[src/nocmp_ram.sv]
module nocmp_ram #(
  parameter int DEPTH = 256,
  parameter int WIDTH = 8,
  localparam int AW = (DEPTH > 1) ? $clog2(DEPTH) : 1
) (
  input  logic             clk,
  input  logic             wr_en,
  input  logic [AW-1:0]    wr_addr,
  input  logic [WIDTH-1:0] wr_data,
  input  logic [AW-1:0]    rd_addr,
  output logic [WIDTH-1:0] rd_data
);

  logic [WIDTH-1:0] mem [DEPTH];

  always_ff @(posedge clk) begin
    if (wr_en) begin
      mem[wr_addr] <= wr_data;
    end
  end

  always_ff @(posedge clk) begin
    rd_data <= mem[rd_addr];
  end

endmodule

[config.mk]
export PLATFORM = sky130hd
export DESIGN_NAME = nocmp_ram
export DESIGN_NICKNAME = d
export VERILOG_FILES = /design/src/nocmp_ram.sv
export SDC_FILE = /design/constraint.sdc
export NUM_CORES = 2
export LEC_CHECK = 0
export ABC_AREA = 1
export BUFFER_PORTS_ARGS = -buffer_cell sky130_fd_sc_hd__clkbuf_2
export CORE_MARGIN = 4
export CORE_UTILIZATION = 60
export DETAILED_ROUTE_END_ITERATION = 7
export PLACE_DENSITY = 0.81
export SLEW_MARGIN = 5
export SYNTH_ARGS = -nofsm -noshare
export SYNTH_HDL_FRONTEND = slang
export SYNTH_SLANG_ARGS = --single-unit
[constraint.sdc]
create_clock -name clk -period 3 [get_ports clk]
set_input_delay 0.3 -clock clk [delete_from_list [all_inputs] [get_ports clk]]
set_output_delay 0.3 -clock clk [all_outputs]
set_load 0.01 [all_outputs]
[Word-level counts from Yosys, hierarchy flattened]
Memories as Yosys holds them, arrays and structs flattened. A register that Yosys moved wholly into a read port is not among the register bits.
Cells that the tools add are included.
Cells by class
  $add $sub $neg: 0
  multiply operators: 0
  divide/modulo/power cells: 0
  magnitude comparators: 0
  eq/ne operators: 0
  shifts and indexed selects: 0
  muxes and demuxes: 2
  bitwise gates (word level): 0
  reduce and logical (&&, ||, !) cells: 0
Operators by type and width (count)
  1-bit two-way mux: 2
Storage, ports and cells
  register bits: 0
  latch bits: 0
  memory bits (writable): 2048
  ROM bits: 0
  bits of input ports: 26
  logic and storage cells: 3
  memories: 1
Memories
  mem: words 256, width 8, read ports 1, clocked after memory_dff 1, wr ports 1, line 14  | logic [WIDTH-1:0] mem [DEPTH];

[Logic depth before layout (Yosys ltp)]
  depth after elaboration: 2
  gate-level depth with buffers: 15

[Worst setup path after synthesis]
No wires, ideal clock.
  path type: in2reg
  from: input wr_en
  to: memory mem[162][0] (enable)
  library setup time: 370 ps
  arrival time: 1421 ps
  required time: 2630 ps
  slack: 1209 ps
  stages on the path: 4
  buffers on the path: 2
  path through: clkbuf_1 > nand3_1 > clkbuf_1 > nor2_1
On the way
  cells in the longest elaborated chain, start to end: 2
Ends and longest elaborated chain
  start, declared: line 7  | input logic wr_en,
  1-bit two-way mux: line 17  | if (wr_en) begin
  1-bit two-way mux (not written as such): line 18  | mem[wr_addr] <= wr_data;
  end, declared: line 14
Every way passes these cells.

==> key figures <==
Placement
  – Placed Area: 87,500 um^2
  – DP HPWL: between 100,000 and 150,000 um
  – Placer Congestion: 0.920
  – Placed cells: 8,752
  – Port-buffer cells: 33

Critical path
  – CP endpoint kind: flip-flop
  – R2R Path Start: mem[101][2]
  – Reg2Reg Setup Slack: 0.93 ns
  – Worst EP arrival: around 2.8 ns
  – CP Data Required Time: about 3.8 ns
  – Crit Path Category: in -> reg
  – R2R Path End: rd_data[2]
  – Startpoint types: input port
  – FF-to-FF path depth: 10
  – Critical Path Fanout Max: 40

Timing
  – Slew HR: a little over a fifth
  – Fin crit share: ~69%
  – Hold Violations, Final: 0
  – RSZ-0062 raised after global routing: false
  – Max-slew violation count: 0
  – Min cycle time layout: 2.07 ns
  – Slew at the pin closest to its max-slew limit: ~1.2 ns
  – TNS Setup: 0 ns
  – Setup violators final: 0
  – Peak Freq: roughly 480 MHz
  – Clk_skew: 0.0387 ns

Power and ir drop
  – Leakage Power: 33.1 nW
  – Worst vdd ir: 686 uV
  – Pwr Total: between 50 and 60 mW
  – Power Dens Cells: 632 nW/um^2

Yosys
  – Cells after Synth: 7,003
  – Post-Synth Simple-Gate Area: 22.9%
  – Warnings from Yosys: 0
  – Post-synthesis adder-cell area fraction: 0%
  – Synth Area in Compound Gates: 0%
  – Sequential fraction of the synthesis area: 73.9%
  – Syn Nets: 7,029
  – Post-Synth XOR/XNOR Area: 0%
  – Count of cell types in the netlist: 14
  – Post-synthesis mux area share: 0%
  – Post-Synthesis Cell Area: around 83,000 um^2
  – Largest family of logic cells by synthesized area: simple AND/OR/NAND/NOR gates
  – Synth Register Bits: 2,056
  – Syn Area/Cell: 11.9 um^2

Route
  – DR vias: around 58,000
  – Remaining antenna violation count after routing: 0
  – WL final: 228,000 um
  – Drt initial violations: about 10,000
  – First-pass DRT Iterations: 8
  – Drt via density: 6.41
  – DRC Markers: 0
  – Post-DR wirelength/cell: 25.0 um

Floorplan
  – Die area: 145,000 um^2
  – Starting density of the core: slightly above 60%
  – Die Wd: 381 um
  – Top-level I/O count: 34
  – Die height: ~380 um
  – CORE AREA: 138,000 um^2
  – Core Rows: around 140

Flow run
  – Max-Cap Viols: 0

GRT
  – Initial antenna violation count: 11
  – Largest net degree at the start of global routing: 110
  – Remaining global-route overflow: 0
  – Vias in the first global route: 57,100
  – Total GRT Usage: between 30% and 40%
  – First-pass GRT wire length: 343,000 um

Clock network
  – CTS tree: done
  – Post-CTS setup buffer count: 0
  – Reg clk slew, reported paths: 0.06 ns
  – TritonCTS buffer count: between 150 and 200
  – Clk buf depth: 3
  – H-Tree Depth: 4
  – Clock Sinks: 2,056
  – Clk Latency, worst-skew pair: 0.83 ns
  – CTS Root Cell: clkbuf_16

Hold path
  – Hold Path Stages: 1
  – Hold path start: wr_data[6]
  – Hold Path Class: in -> reg
  – Hold endpoint: mem[115][6]

Run status
  – Status: finished, final reports clean

Cells and area
  – Fin cells: 9,114
  – Layout cells sized above 1: under 10%
  – Final nets: between 7,000 and 8,000
  – Area of the multi-input gates: 19,100 um^2
  – Layout Cell Area excl Fill: 93,600 um^2
  – Fillers: just under 9,000
  – Register area: 61,700 um^2
  – Area Overhead vs Synth: 12.3%
-- logic make-up (layout without fill, tap and decap cells) --
group         after synthesis  in the layout
other cells                 0              7
simple gates             4425           4425
flops                    2056           2056
buf+inv                   522            832
-- critical path, cell delays in order --
cell and delay [ns]:
buf_8 0.13, buf_12 0.26, buf_12 0.28, buf_4 0.28, nand2_1 0.09, nand3_1 0.10, nand3_1 0.13, nand3_1 0.19
nand3_1 0.22, nand3_1 0.19, nand3_1 0.17, nand2_1 0.13, nand2_1 0.16, nand2_1 0.12
-- placed cells by master, fill, tap and decap left out, types with 7 or more instances in the layout --
master	Yosys	final
nand2_1	2123	2123
edfxtp_1	2048	2048
nand3_1	2019	2019
buf_4	46	330
nor2_1	283	283
clkbuf_16	0	196
buf_12	0	76
clkinv_1	0	55
clkbuf_1	112	41
inv_1	36	34
clkinv_2	0	23
clkbuf_2	0	20
bufinv_16	0	17
buf_8	1	11
clkinvlp_4	0	8
dfxtp_1	8	8
diode_2	0	7
dlygate4sd3_1	0	7
-- through the flow --
stage                     util (%)  setup slack [ns]  hold WS [ns]
after floorplan                  -              1.21         0.399
after global placement        63.5             0.315         0.669
after detailed placement      63.5             0.264         0.674
after CTS                     67.9              1.01        0.0211
after global routing          67.9             0.903        0.0580
final                         67.9             0.931        0.0558
-- registers in the layout (all words and copies together) (netlist names) --
name and flops:
mem 2048, rd_data 8
-- synth_stat cells (all sizes together) --
master / count / area, um^2
inv: 39 / 149
buf: 371 / 2030
edfxtp: 2048 / 61500
nand3: 2019 / 10100
nor2: 283 / 1060
dfxtp: 8 / 160
clkbuf: 112 / 420
nand2: 2123 / 7970
-- how the worst max path moves through the flow --
| stage | startpoint | end | slack (ns) | cells after the start |
|---|---|---|---|---|
| after floorplan | wr_en | mem[162][0] | 1.21 | 4 |
| after global placement | rd_addr[0] | rd_data[3] | 0.32 | 14 |
| after detailed placement | rd_addr[0] | rd_data[3] | 0.26 | 14 |
| after CTS | mem[101][2] | rd_data[2] | 1.01 | 10 |
| after global routing | rd_addr[0] | rd_data[3] | 0.90 | 14 |
| final | rd_addr[0] | rd_data[3] | 0.93 | 14 |
-- area by class of cell --
| type | instances | area share [%] |
|---|---|---|
| Sequential cell | 2056 | 65.9 |
| Multi-Input combinational cell | 4425 | 20.4 |
| Clock buffer | 239 | 5.43 |
| Timing Repair Buffer | 445 | 4.63 |
| Tap cell | 1794 | 2.40 |
| Clock inverter | 109 | 1.03 |
| Inverter | 39 | 0.192 |
| Antenna cell | 7 | 0.0187 |
-- report_power, final --
| group | switching, mW | internal, mW |
|---|---|---|
| Clock | 10.3 | 13.4 |
| Sequential | 0.0475 | 31.7 |
| Combinational | 2.83 | 0.975 |
-- routing by layer --
layer  vias up  global-route usage, %  part of all wire [%]
met1     27900                   41.3                    34
met5         -                      0                 0.020
met3       796                   9.27                    15
li1      25100                      -                     -
met2      4625                   47.6                    46
met4         6                   15.0                   5.1
-- what timing repair did --
item,4_1_cts,5_1_grt
resized for setup,0,0
hold buffers,7,0
endpoints found under the setup margin,0,0
endpoints found under the hold margin,335,0
(Power assumes the default switching activity.)
